## src/sv/ecft_pkg.sv

```systemverilog
// Shared types and constants for the encoder frame position tracker.
package ecft_pkg;

  // Field and datapath widths
  localparam int RAW_W   = 24;
  localparam int POS_W   = 25;
  localparam int WIDE_W  = 26;
  localparam int SPD_W   = 32;
  localparam int US_W    = 32;
  localparam int SCALE_W = 18;
  localparam int DVD_W   = WIDE_W + SCALE_W;
  localparam int CFG_IDX_W  = 3;
  localparam int CFG_DATA_W = 32;

  // Frame header bytes
  localparam logic [7:0] HDR0 = 8'hFF;
  localparam logic [7:0] HDR1 = 8'h81;

  // us -> ms with 8 fraction bits: 1000 * 256
  localparam logic [SCALE_W-1:0] SPEED_SCALE = 18'd256000;

  // Frame formats with special handling
  localparam logic [1:0] FMT_NEG   = 2'd1;
  localparam logic [1:0] FMT_SHORT = 2'd3;

  // Direction codes
  localparam logic [1:0] DIR_STILL = 2'd0;
  localparam logic [1:0] DIR_POS   = 2'd1;
  localparam logic [1:0] DIR_NEG   = 2'd2;

  // Reset values of the registers
  localparam logic [1:0]      RST_FORMAT = 2'd1;
  localparam logic [23:0]     RST_PPT    = 24'd65536;
  localparam logic [23:0]     RST_JLIM   = 24'd100;
  localparam logic [US_W-1:0] RST_WINDOW = 32'd60000;

  // Register indexes
  typedef enum logic [CFG_IDX_W-1:0] {
    REG_FORMAT = 3'd0,
    REG_ZERO   = 3'd1,
    REG_PPT    = 3'd2,
    REG_JLIM   = 3'd3,
    REG_WINDOW = 3'd4
  } cfg_idx_t;

  // Header hunt / byte collection phase
  typedef enum logic [2:0] {
    PH_HUNT   = 3'd0,
    PH_GOT_FF = 3'd1,
    PH_D0     = 3'd2,
    PH_D1     = 3'd3,
    PH_D2     = 3'd4,
    PH_CHK    = 3'd5
  } phase_t;

  // Frame processing sequencer
  typedef enum logic [3:0] {
    ST_IDLE,
    ST_DIFF,
    ST_WRAP,
    ST_SIGN,
    ST_FILT,
    ST_MUL,
    ST_DSTART,
    ST_DIV,
    ST_SAT,
    ST_DONE
  } seq_t;

  // Divider control and status
  typedef struct packed {
    logic start;
  } div_ctl_t;

  typedef struct packed {
    logic busy;
    logic done;
  } div_sts_t;

endpackage

```

## src/sv/ecft_div.sv

```systemverilog
// Restoring unsigned divider, one quotient bit per cycle.
module ecft_div (
  input  logic                          clk,
  input  logic                          rst_n,
  input  ecft_pkg::div_ctl_t            ctl,
  input  logic [ecft_pkg::DVD_W-1:0]    dividend,
  input  logic [ecft_pkg::US_W-1:0]     divisor,
  output ecft_pkg::div_sts_t            sts,
  output logic [ecft_pkg::DVD_W-1:0]    quotient
);

  localparam int CNT_W = $clog2(ecft_pkg::DVD_W + 1);
  localparam logic [CNT_W-1:0] CNT_LOAD = CNT_W'(ecft_pkg::DVD_W);
  localparam logic [CNT_W-1:0] CNT_ONE  = CNT_W'(1);

  logic [ecft_pkg::DVD_W-1:0] quo_r;
  logic [ecft_pkg::US_W-1:0]  rem_r;
  logic [CNT_W-1:0]           cnt_r;
  logic                       busy_r;
  logic                       done_r;

  logic [ecft_pkg::US_W:0]    rem_sh;
  logic [ecft_pkg::US_W:0]    rem_sub;
  logic                       ge;

  // Shift in next dividend bit, trial subtract
  always_comb begin
    rem_sh  = {rem_r, quo_r[ecft_pkg::DVD_W-1]};
    ge      = (rem_sh >= {1'b0, divisor});
    rem_sub = rem_sh - {1'b0, divisor};
  end

  // Control
  always_ff @(posedge clk) begin
    if (!rst_n) begin
      busy_r <= 1'b0;
      done_r <= 1'b0;
      cnt_r  <= '0;
    end else begin
      done_r <= 1'b0;
      if (ctl.start) begin
        busy_r <= 1'b1;
        cnt_r  <= CNT_LOAD;
      end else if (busy_r) begin
        cnt_r <= cnt_r - CNT_ONE;
        if (cnt_r == CNT_ONE) begin
          busy_r <= 1'b0;
          done_r <= 1'b1;
        end
      end
    end
  end

  // Datapath: quotient bits shift in where dividend bits shift out
  always_ff @(posedge clk) begin
    if (ctl.start) begin
      quo_r <= dividend;
      rem_r <= '0;
    end else if (busy_r) begin
      quo_r <= {quo_r[ecft_pkg::DVD_W-2:0], ge};
      rem_r <= ge ? rem_sub[ecft_pkg::US_W-1:0] : rem_sh[ecft_pkg::US_W-1:0];
    end
  end

  assign sts.busy = busy_r;
  assign sts.done = done_r;
  assign quotient = quo_r;

endmodule

```

## src/sv/encoder_frame_position_tracker_core.sv

```systemverilog
// Serial encoder frame decoder with glitch-filtered position and Q8 speed.
// A tick or a byte that does not end a good frame leaves the input ready for the next word.
// A good frame runs through the diff, wrap, sign and filter steps and, with a speed update,
// the multiply and the 44-step bit-serial divider before its result word is loaded; no input
// word is taken meanwhile, and a result word not yet taken holds the load back.
// Synchronous active-low reset initialises control, config and tracker state, not the datapath.
module encoder_frame_position_tracker_core (
  input  logic                               clk,
  input  logic                               rst_n,
  // input channel
  input  logic                               in_valid,
  output logic                               in_ready,
  input  logic                               in_mode,
  input  logic [7:0]                         in_rx_byte,
  // result channel
  output logic                               out_valid,
  input  logic                               out_ready,
  output logic [ecft_pkg::RAW_W-1:0]         out_raw_value,
  output logic signed [ecft_pkg::POS_W-1:0]  out_position,
  output logic signed [ecft_pkg::SPD_W-1:0]  out_speed_q8,
  output logic                               out_speed_updated,
  output logic [1:0]                         out_direction,
  // configuration
  input  logic                               cfg_we,
  input  logic [ecft_pkg::CFG_IDX_W-1:0]     cfg_index,
  input  logic [ecft_pkg::CFG_DATA_W-1:0]    cfg_wdata
);

  localparam int POS_W  = ecft_pkg::POS_W;
  localparam int WIDE_W = ecft_pkg::WIDE_W;
  localparam int DVD_W  = ecft_pkg::DVD_W;
  localparam int SPD_W  = ecft_pkg::SPD_W;
  localparam int US_W   = ecft_pkg::US_W;
  localparam logic [US_W-1:0] US_MAX = '1;
  localparam logic [DVD_W-1:0] NEG_LIM = DVD_W'(64'h8000_0000);
  localparam logic [DVD_W-1:0] POS_LIM = DVD_W'(64'h7FFF_FFFF);

  // Configuration registers
  logic [1:0]      fmt_r;
  logic [23:0]     zoff_r;
  logic [23:0]     ppt_r;
  logic [23:0]     jlim_r;
  logic [US_W-1:0] win_r;

  // Hunt and tracker state
  ecft_pkg::phase_t            phase_r;
  logic [23:0]                 value_r;
  logic [7:0]                  sum_r;
  logic                        started_r;
  logic signed [POS_W-1:0]     held_r;
  logic signed [POS_W-1:0]     wstart_r;
  logic [US_W-1:0]             elapsed_r;
  logic signed [SPD_W-1:0]     speed_r;

  // Sequencer
  ecft_pkg::seq_t state_r, state_nxt;

  // Frame datapath
  logic signed [POS_W-1:0]  diff_r;
  logic signed [WIDE_W-1:0] wrap_r;
  logic signed [POS_W-1:0]  pos_r;
  logic signed [WIDE_W-1:0] delta_r;
  logic                     neg_r;
  logic                     upd_r;
  logic [DVD_W-1:0]         dividend_r;

  // Output register
  logic                     out_valid_r;
  logic [23:0]              o_raw_r;
  logic signed [POS_W-1:0]  o_pos_r;
  logic signed [SPD_W-1:0]  o_spd_r;
  logic                     o_upd_r;
  logic [1:0]               o_dir_r;

  // Divider link
  ecft_pkg::div_ctl_t div_ctl;
  ecft_pkg::div_sts_t div_sts;
  logic [DVD_W-1:0]   quotient;

  // Combinational helpers
  logic                     in_acc;
  logic                     byte_acc;
  logic                     frame_ok;
  logic                     out_load;
  logic [POS_W-1:0]         diff_mag;
  logic                     wrap_gt;
  logic signed [WIDE_W-1:0] diff_w;
  logic signed [WIDE_W-1:0] ppt_w;
  logic signed [WIDE_W-1:0] sign_w;
  logic signed [WIDE_W-1:0] jump_w;
  logic [WIDE_W-1:0]        jump_mag;
  logic                     jump_ok;
  logic [WIDE_W-1:0]        delta_mag;
  logic [DVD_W-1:0]         product;
  logic [1:0]               dir_c;

  assign in_ready = (state_r == ecft_pkg::ST_IDLE);
  assign in_acc   = in_valid && in_ready;
  assign byte_acc = in_acc && !in_mode;
  assign frame_ok = byte_acc && (phase_r == ecft_pkg::PH_CHK) && (in_rx_byte == sum_r);
  assign out_load = (state_r == ecft_pkg::ST_DONE) && (!out_valid_r || out_ready);

  // Wrap by half a revolution
  always_comb begin
    diff_w   = {diff_r[POS_W-1], diff_r};
    ppt_w    = {2'b00, ppt_r};
    diff_mag = diff_r[POS_W-1] ? -diff_r : diff_r;
    wrap_gt  = (diff_mag > {2'b00, ppt_r[23:1]});
  end

  // Sign, filter and speed delta helpers
  always_comb begin
    sign_w    = (fmt_r == ecft_pkg::FMT_NEG) ? -wrap_r : wrap_r;
    jump_w    = {held_r[POS_W-1], held_r} - {pos_r[POS_W-1], pos_r};
    jump_mag  = jump_w[WIDE_W-1] ? -jump_w : jump_w;
    jump_ok   = (jump_mag < {2'b00, jlim_r});
    delta_mag = delta_r[WIDE_W-1] ? -delta_r : delta_r;
    product   = {{(DVD_W-WIDE_W){1'b0}}, delta_mag}
              * {{(DVD_W-ecft_pkg::SCALE_W){1'b0}}, ecft_pkg::SPEED_SCALE};
  end

  // Direction from stored speed
  always_comb begin
    if (speed_r > 0) begin
      dir_c = ecft_pkg::DIR_POS;
    end else if (speed_r < 0) begin
      dir_c = ecft_pkg::DIR_NEG;
    end else begin
      dir_c = ecft_pkg::DIR_STILL;
    end
  end

  // Sequencer state register
  always_ff @(posedge clk) begin
    if (!rst_n) begin
      state_r <= ecft_pkg::ST_IDLE;
    end else begin
      state_r <= state_nxt;
    end
  end

  // Sequencer next state and divider start
  always_comb begin
    state_nxt     = state_r;
    div_ctl.start = 1'b0;
    unique case (state_r)
      ecft_pkg::ST_IDLE:   if (frame_ok) state_nxt = ecft_pkg::ST_DIFF;
      ecft_pkg::ST_DIFF:   state_nxt = ecft_pkg::ST_WRAP;
      ecft_pkg::ST_WRAP:   state_nxt = ecft_pkg::ST_SIGN;
      ecft_pkg::ST_SIGN:   state_nxt = ecft_pkg::ST_FILT;
      ecft_pkg::ST_FILT: begin
        if (started_r && (elapsed_r > win_r)) begin
          state_nxt = ecft_pkg::ST_MUL;
        end else begin
          state_nxt = ecft_pkg::ST_DONE;
        end
      end
      ecft_pkg::ST_MUL:    state_nxt = ecft_pkg::ST_DSTART;
      ecft_pkg::ST_DSTART: begin
        div_ctl.start = 1'b1;
        state_nxt     = ecft_pkg::ST_DIV;
      end
      ecft_pkg::ST_DIV:    if (div_sts.done) state_nxt = ecft_pkg::ST_SAT;
      ecft_pkg::ST_SAT:    state_nxt = ecft_pkg::ST_DONE;
      ecft_pkg::ST_DONE:   if (out_load) state_nxt = ecft_pkg::ST_IDLE;
      default:             state_nxt = ecft_pkg::ST_IDLE;
    endcase
  end

  // Configuration registers
  always_ff @(posedge clk) begin
    if (!rst_n) begin
      fmt_r  <= ecft_pkg::RST_FORMAT;
      zoff_r <= '0;
      ppt_r  <= ecft_pkg::RST_PPT;
      jlim_r <= ecft_pkg::RST_JLIM;
      win_r  <= ecft_pkg::RST_WINDOW;
    end else if (cfg_we) begin
      unique case (ecft_pkg::cfg_idx_t'(cfg_index))
        ecft_pkg::REG_FORMAT: fmt_r  <= cfg_wdata[1:0];
        ecft_pkg::REG_ZERO:   zoff_r <= cfg_wdata[23:0];
        ecft_pkg::REG_PPT:    ppt_r  <= cfg_wdata[23:0];
        ecft_pkg::REG_JLIM:   jlim_r <= cfg_wdata[23:0];
        ecft_pkg::REG_WINDOW: win_r  <= cfg_wdata;
        default: ;
      endcase
    end
  end

  // Header hunt, byte collection and checksum
  always_ff @(posedge clk) begin
    if (!rst_n) begin
      phase_r <= ecft_pkg::PH_HUNT;
      value_r <= '0;
      sum_r   <= '0;
    end else if (byte_acc) begin
      unique case (phase_r)
        ecft_pkg::PH_GOT_FF: begin
          if (in_rx_byte == ecft_pkg::HDR1) begin
            phase_r <= ecft_pkg::PH_D0;
            value_r <= '0;
            sum_r   <= ecft_pkg::HDR0 + ecft_pkg::HDR1;
          end else if (in_rx_byte != ecft_pkg::HDR0) begin
            phase_r <= ecft_pkg::PH_HUNT;
          end
        end
        ecft_pkg::PH_D0, ecft_pkg::PH_D1, ecft_pkg::PH_D2: begin
          value_r <= {value_r[15:0], in_rx_byte};
          sum_r   <= sum_r + in_rx_byte;
          if (phase_r == ecft_pkg::PH_D0) begin
            phase_r <= ecft_pkg::PH_D1;
          end else if (phase_r == ecft_pkg::PH_D1) begin
            phase_r <= (fmt_r == ecft_pkg::FMT_SHORT) ? ecft_pkg::PH_CHK : ecft_pkg::PH_D2;
          end else begin
            phase_r <= ecft_pkg::PH_CHK;
          end
        end
        ecft_pkg::PH_CHK: phase_r <= ecft_pkg::PH_HUNT;
        default: begin
          phase_r <= (in_rx_byte == ecft_pkg::HDR0) ? ecft_pkg::PH_GOT_FF : ecft_pkg::PH_HUNT;
        end
      endcase
    end
  end

  // Tracker state: tick count, filter, speed
  always_ff @(posedge clk) begin
    if (!rst_n) begin
      started_r <= 1'b0;
      held_r    <= '0;
      wstart_r  <= '0;
      elapsed_r <= '0;
      speed_r   <= '0;
      upd_r     <= 1'b0;
    end else begin
      if (in_acc && in_mode && (elapsed_r != US_MAX)) begin
        elapsed_r <= elapsed_r + 1'b1;
      end
      if (state_r == ecft_pkg::ST_FILT) begin
        upd_r <= started_r && (elapsed_r > win_r);
        if (!started_r) begin
          held_r    <= pos_r;
          wstart_r  <= pos_r;
          elapsed_r <= '0;
          started_r <= 1'b1;
        end else if (jump_ok) begin
          held_r <= pos_r;
        end
      end
      if (state_r == ecft_pkg::ST_SAT) begin
        elapsed_r <= '0;
        wstart_r  <= pos_r;
        if (neg_r) begin
          speed_r <= (quotient > NEG_LIM) ? $signed(NEG_LIM[SPD_W-1:0])
                                          : -$signed(quotient[SPD_W-1:0]);
        end else begin
          speed_r <= (quotient > POS_LIM) ? $signed(POS_LIM[SPD_W-1:0])
                                          : $signed(quotient[SPD_W-1:0]);
        end
      end
    end
  end

  // Frame datapath steps
  always_ff @(posedge clk) begin
    unique case (state_r)
      ecft_pkg::ST_DIFF: diff_r <= $signed({1'b0, value_r} - {1'b0, zoff_r});
      ecft_pkg::ST_WRAP: begin
        if (wrap_gt && diff_r[POS_W-1]) begin
          wrap_r <= diff_w + ppt_w;
        end else if (wrap_gt) begin
          wrap_r <= diff_w - ppt_w;
        end else begin
          wrap_r <= diff_w;
        end
      end
      ecft_pkg::ST_SIGN: pos_r <= sign_w[POS_W-1:0];
      ecft_pkg::ST_FILT: delta_r <= {pos_r[POS_W-1], pos_r} - {wstart_r[POS_W-1], wstart_r};
      ecft_pkg::ST_MUL: begin
        neg_r      <= delta_r[WIDE_W-1];
        dividend_r <= product;
      end
      default: ;
    endcase
  end

  // Output register
  always_ff @(posedge clk) begin
    if (!rst_n) begin
      out_valid_r <= 1'b0;
    end else if (out_load) begin
      out_valid_r <= 1'b1;
    end else if (out_ready) begin
      out_valid_r <= 1'b0;
    end
  end

  always_ff @(posedge clk) begin
    if (out_load) begin
      o_raw_r <= value_r;
      o_pos_r <= held_r;
      o_spd_r <= speed_r;
      o_upd_r <= upd_r;
      o_dir_r <= dir_c;
    end
  end

  // Speed divider
  ecft_div u_div (
    .clk      (clk),
    .rst_n    (rst_n),
    .ctl      (div_ctl),
    .dividend (dividend_r),
    .divisor  (elapsed_r),
    .sts      (div_sts),
    .quotient (quotient)
  );

  assign out_valid         = out_valid_r;
  assign out_raw_value     = o_raw_r;
  assign out_position      = o_pos_r;
  assign out_speed_q8      = o_spd_r;
  assign out_speed_updated = o_upd_r;
  assign out_direction     = o_dir_r;

endmodule

```

## config.mk

```make
export PLATFORM = sky130hd
export DESIGN_NAME = encoder_frame_position_tracker_core
export DESIGN_NICKNAME = d
export VERILOG_FILES = /design/src/sv/ecft_pkg.sv /design/src/sv/ecft_div.sv /design/src/sv/encoder_frame_position_tracker_core.sv
export SDC_FILE = /design/constraint.sdc
export NUM_CORES = 2
export LEC_CHECK = 0
export BUFFER_PORTS_ARGS = -buffer_cell sky130_fd_sc_hd__buf_2
export CORE_ASPECT_RATIO = 0.8
export CORE_MARGIN = 2
export CORE_UTILIZATION = 59
export CTS_BUF_LIST = sky130_fd_sc_hd__clkbuf_8
export DETAILED_ROUTE_END_ITERATION = 16
export PLACE_DENSITY = 0.87
export SYNTH_ARGS = -nofsm -noshare
export SYNTH_HDL_FRONTEND = slang
export SYNTH_SLANG_ARGS = --single-unit
```

## constraint.sdc

```tcl
create_clock -name clk -period 7.5 [get_ports clk]
set_input_delay 0.375 -clock clk [delete_from_list [all_inputs] [get_ports clk]]
set_output_delay 0.375 -clock clk [all_outputs]
set_load 0.02 [all_outputs]
```

# Yosys cells after proc, flatten, opt, wreduce, memory -nomap -nowiden
# Cells that the tools add are included.
# classes
addsub	14
mul	1
n_lt_le_gt_ge	8
n_eq_ne	33
muxes	46
bitwise	2
reduce_logical	32
# ops
cell	n
$mux 25	9
$mux 32	7
$mux 44	2
$mux 26	2
$neg 26->26	2
$sub 25x25->26	2
$neg 25->25	2
$pmux 24 s2	1
$gt 44x31->1 const B	1
$gt 44x32->1 const B	1
$pmux 4 s10	1
$ge 33x32->1	1
$mul 26x7->33 const B	1
$add 32x1->32 const B	1
$gt 32x1->1 const B	1
$gt 32x32->1	1
$lt 32x1->1 const B	1
$ne 32x32->1 const B	1
$neg 32->32	1
$sub 32x32->32	1
$lt 26x24->1	1
$add 25x25->25	1
$gt 25x23->1	1
$sub 24x24->25	1
other kinds (39)	93
# word_totals
regBits	565
input_bits	49
out_inout_bits	86
word_cells	170

# Depth between registers and ports, before layout
# logic_depth
depth_word	7
depth_mapped	26

# Modules after synthesis
# A second synthesis with hierarchy kept.
# unflattened
hier_cells	4106
area_unflattened_um2	37658.6
# modules_own_cells
mod	n_inst	cells_each	area_per_inst_um2	seq_area_each_um2
encoder_frame_position_tracker_core	1	3542	32187.1	11821.3
ecft_div	1	564	5471.5	2122.0

# Least setup slack after synthesis
# OpenSTA, ideal clock, no wires.
# synth_timing
kind	flip-flop to flip-flop
startpoint	register state_r[3]
endpoint	register o_dir_r[0], in the netlist out_direction[0] (enable)
setup_time_ps	629
arrival_time_ps	6501
slack_ps	370
path_stages_with_launch	4
path_buffers	1
cell_sequence	dfxtp_1 clkbuf_1 nand2_1 nor3_1
# synth_via
elab_chain_len	2
# synth_rtl
item	line_no	text
start, declared	encoder_frame_position_tracker_core.sv:56	ecft_pkg::seq_t state_r, state_nxt;
start signal, assigned	encoder_frame_position_tracker_core.sv:136	state_r <= ecft_pkg::ST_IDLE;
start signal, assigned	encoder_frame_position_tracker_core.sv:138	state_r <= state_nxt;
$eq 4x4->1	encoder_frame_position_tracker_core.sv:101	assign out_load = (state_r == ecft_pkg::ST_DONE) && (!out_valid_r || out_ready);
$logic_and 1x1->1	encoder_frame_position_tracker_core.sv:101	
named net out_load	encoder_frame_position_tracker_core.sv:84	logic out_load;
end signal, assigned	encoder_frame_position_tracker_core.sv:304	o_dir_r <= dir_c;
end, declared	encoder_frame_position_tracker_core.sv:73	logic [1:0] o_dir_r;
# The timed path passes the listed nets, and every way through them passes these cells.
# A chain may end at the register's enable or synchronous reset.

# Worst setup path after layout
# layout_timing
startpoint	register delta_r[0]
endpoint	register dividend_r[42] (data pin)
# layout_via
elab_chain_len	3
# layout_rtl
item	line_no	text
start, declared	encoder_frame_position_tracker_core.sv:62	logic signed [WIDE_W-1:0] delta_r;
start signal, assigned	encoder_frame_position_tracker_core.sv:278	ecft_pkg::ST_FILT: delta_r <= {pos_r[POS_W-1], pos_r} - {wstart_r[POS_W-1], wstart_r};
$neg 26->26	encoder_frame_position_tracker_core.sv:117	delta_mag = delta_r[WIDE_W-1] ? -delta_r : delta_r;
$mux 26 *	encoder_frame_position_tracker_core.sv:117	
$mul 26x7->33 *	encoder_frame_position_tracker_core.sv:119	* {{(DVD_W-ecft_pkg::SCALE_W){1'b0}}, ecft_pkg::SPEED_SCALE};
named net product[42]	encoder_frame_position_tracker_core.sv:94	logic [DVD_W-1:0] product;
end signal, assigned	encoder_frame_position_tracker_core.sv:281	dividend_r <= product;
end, declared	encoder_frame_position_tracker_core.sv:65	logic [DVD_W-1:0] dividend_r;
# Mark *: on every way through the listed nets, which the timed path passes. The rest lies on a longest branch.

==> results_dict.tcl <==
set metrics [dict create \
    syn2layout_area_growth_pct 9.96 \
    die_w_um 284 \
    antenna_left 0 \
    cp_max_fo 7 \
    whs_ps 47.8 \
    dpl_worst_slack_ps 465 \
    regToRegStartpoint "delta_r[0]" \
    synth-edff-count 263 \
    vias_per_cell 5.95 \
    vias 31200 \
    start_util_pct 59.4 \
    cts_tree "built" \
    cp.arrival_ps 7470 \
    grt-ovfl-total 0 \
    hold_end "value_r[6]" \
    r2r_end "dividend_r[42]" \
    grt_pass1_wl_um 153000 \
    io_buffers 134 \
    p_leak_nw 16.5 \
    n_fill_cell 4931 \
    drt_wl_total_um 93900 \
    powerDensity_nw_per_um2 178 \
    required_ps 7940 \
    rr_worst_depth 22 \
    layout_commonest_cell "nand2_1" \
    final_core_util_pct 65.3 \
    clock_sinks 565 \
    chipHeight_um 228 \
    synth.distinct_cells 85 \
    gr-usage-all-layers_pct 28.6 \
    clk_pin_slew_ps 70 \
    route.detailed.drc 0 \
    hold-path-cell-count 3 \
    wl_per_cell_um 17.9 \
    period_share_pct 93.7 \
    syn_avg_cell_area_um2 8.83 \
    finalSetupViolCount 0 \
    ys_warn_count 0 \
    antenna_found_initial 1 \
    hold_viol 0 \
    dieArea_um2 64800 \
    worst_setup_path_start_kind "flop" \
    cts_buffers 89 \
    place_congestion 0.961 \
    nNetsFinal 4792 \
    min-delay-start "in_rx_byte[6]" \
    fin_crit_ps 7030 \
    crit_chain "inv_1, ha_1, a21boi_0, xor2_1, inv_1, fa_1, inv_1, fa_1, inv_1, fa_1, inv_1, fa_1, ha_1, nand2_1, a211o_1, a2111oi_0, o41a_1, a221oi_1, o21ai_0, a21o_1, a21oi_1, xnor2_1" \
    drt_iter0_drc 2798 \
    drv_cap 0 \
    cpPeakStageDelay_ps 690 \
    cts_root_buf "clkbuf_8" \
    ys_seq_area_share_pct 37.6 \
    hpwlAfterDp_um 67200 \
    relSlewSlack_pct 17.2 \
    drt-pass1-iter-count 6 \
    synth_seq_cells 565 \
    max_freq_ghz 0.142 \
    rows 82 \
    grt_pass1_vias 30500 \
    min_path_type "input port to flop" \
    endpoint_kind "flop" \
    clk_path_buf_depth 3 \
    slew_viol_final 0 \
    diodes 0 \
    critPathKind "flop to flop" \
    layout-drive-gt1-share_pct 8.20 \
    tightest_slew_ps 1240 \
    htree_levels 3 \
    synth_area_um2 37000 \
    grt_max_degree 99 \
    ir_drop_v 0.000170 \
    dpl-instance-area_um2 38500 \
    synthFlopType "dfxtp_1" \
    finalPower_mw 7.24 \
    coreArea_um2 62400 \
    instances_no_fill 5253 \
    most-common-layout-cells "nand2_1 (592), inv_1 (422), a21oi_1 (372)" \
    synthesis.nets 4650 \
    synthArstFlopShare_pct 0 \
    worst_slack_ps 470 \
    fin_tns_setup_ps 0 \
    slowest_stage "a2111oi_0" \
    place_inst 5054 \
    rsz0062_at_grt "no" \
    netlist_instances 4195 \
    outcome "finished, final reports clean" \
    final_cell_area_um2 40700 \
    io_pins 135 \
    rrSetupSlack_ps 470 \
    crit_top_cell "inv_1" \
    clock_latency_ps 710 \
    skew_ps 50.8 \
]
==> synthesized netlist by cell type, drive strengths merged (33+ instances only) <==
cell | number | share of area [%]
clkbuf | 142 | 1.4
nand2b | 45 | 0.76
nor4 | 33 | 0.57
nor2b | 34 | 0.57
o21ai | 209 | 2.8
a21oi | 373 | 5.0
fa | 91 | 4.9
nand3 | 70 | 0.95
a21o | 82 | 1.7
xnor2 | 197 | 4.7
o21a | 42 | 0.85
mux2i | 40 | 1.1
ha | 315 | 11
nor3 | 70 | 0.96
dfxtp | 302 | 16
nand4 | 38 | 0.64
a211oi | 46 | 0.95
xor2 | 74 | 1.7
nand2 | 592 | 6.0
inv | 392 | 4.0
nor2 | 304 | 3.1
o31ai | 39 | 0.79
edfxtp | 263 | 21
or3 | 35 | 0.59
==> state kept, by name (all words and copies together) (netlist names), 24 cells and up <==
register and flops:
delta_r 26, diff_r 25, dividend_r 33, elapsed_r 32, held_r 25, jlim_r 24
out_position 25, out_raw_value 24, out_speed_q8 32, pos_r 25, ppt_r 24, speed_r 32
u_div.quotient 44, u_div.rem_r 32, value_r 24, win_r 32, wrap_r 25, wstart_r 25
zoff_r 24
==> kinds of logic after synthesis <==
| logic type | count (synthesis) | share of synthesized area (%) |
|---|---|---|
| AOI/OAI and AO/OA | 1010 | 16.9 |
| xor gates and xnor gates | 271 | 6.41 |
| adders and majority gates | 406 | 15.6 |
| buffers and inverters | 550 | 5.65 |
| DFF | 565 | 37.6 |
| muxes | 49 | 1.35 |
| and+or+nand+nor | 1344 | 16.5 |
==> worst max path at each step <==
stage	startpoint	end	slack [ps]	cells past startpoint
after floorplan	state_r[3]	out_direction[0]	370	3
after global placement	delta_r[0]	dividend_r[42]	650	22
after detailed placement	delta_r[0]	dividend_r[42]	460	22
after CTS	delta_r[0]	dividend_r[42]	470	22
after global routing	delta_r[0]	dividend_r[42]	40	22
final	delta_r[0]	dividend_r[42]	470	22
==> layout make-up <==
type | instances | area (um^2) | area share (%)
timing repair buffer | 208 | 1310 | 3.21
multi-input combinational | 3080 | 21100 | 51.7
sequential | 565 | 13900 | 34.2
clock buffer | 102 | 1400 | 3.45
clock inverter | 65 | 472 | 1.16
inverter | 393 | 1480 | 3.63
tap | 840 | 1050 | 2.58
==> metal layers <==
metal / GRT usage (%) / wire length [um]
met4: 11.1 / 3760
met1: 37.3 / 38700
met3: 5.68 / 8120
met2: 47.0 / 43200
met5: 0 / 13
==> worst max-delay path, delay by kind of cell, from the launching register on <==
family          cells  cell delay, ps
fa+ha+maj           6            2780
compound gates      8            2380
xor+xnor            2             570
flops               1             520
buf+inv             5             460
simple gates        1              80
==> power by group <==
group / switching [mW] / total [mW] / leakage, nW / internal [mW]
logic: 0.638 / 1.08 / 10.5 / 0.442
clock network: 1.31 / 2.78 / 1.09 / 1.47
registers: 0.0759 / 3.38 / 4.90 / 3.31
==> timing repair <==
item | 4_1_cts | 5_1_grt
hold buffers | 32 | 0
hold endpoints to repair | 57 | 0
buffers inserted | 0 | 0
setup endpoints to repair | 0 | 1
gates resized for setup | 0 | 1
(Power assumes the default switching activity.)
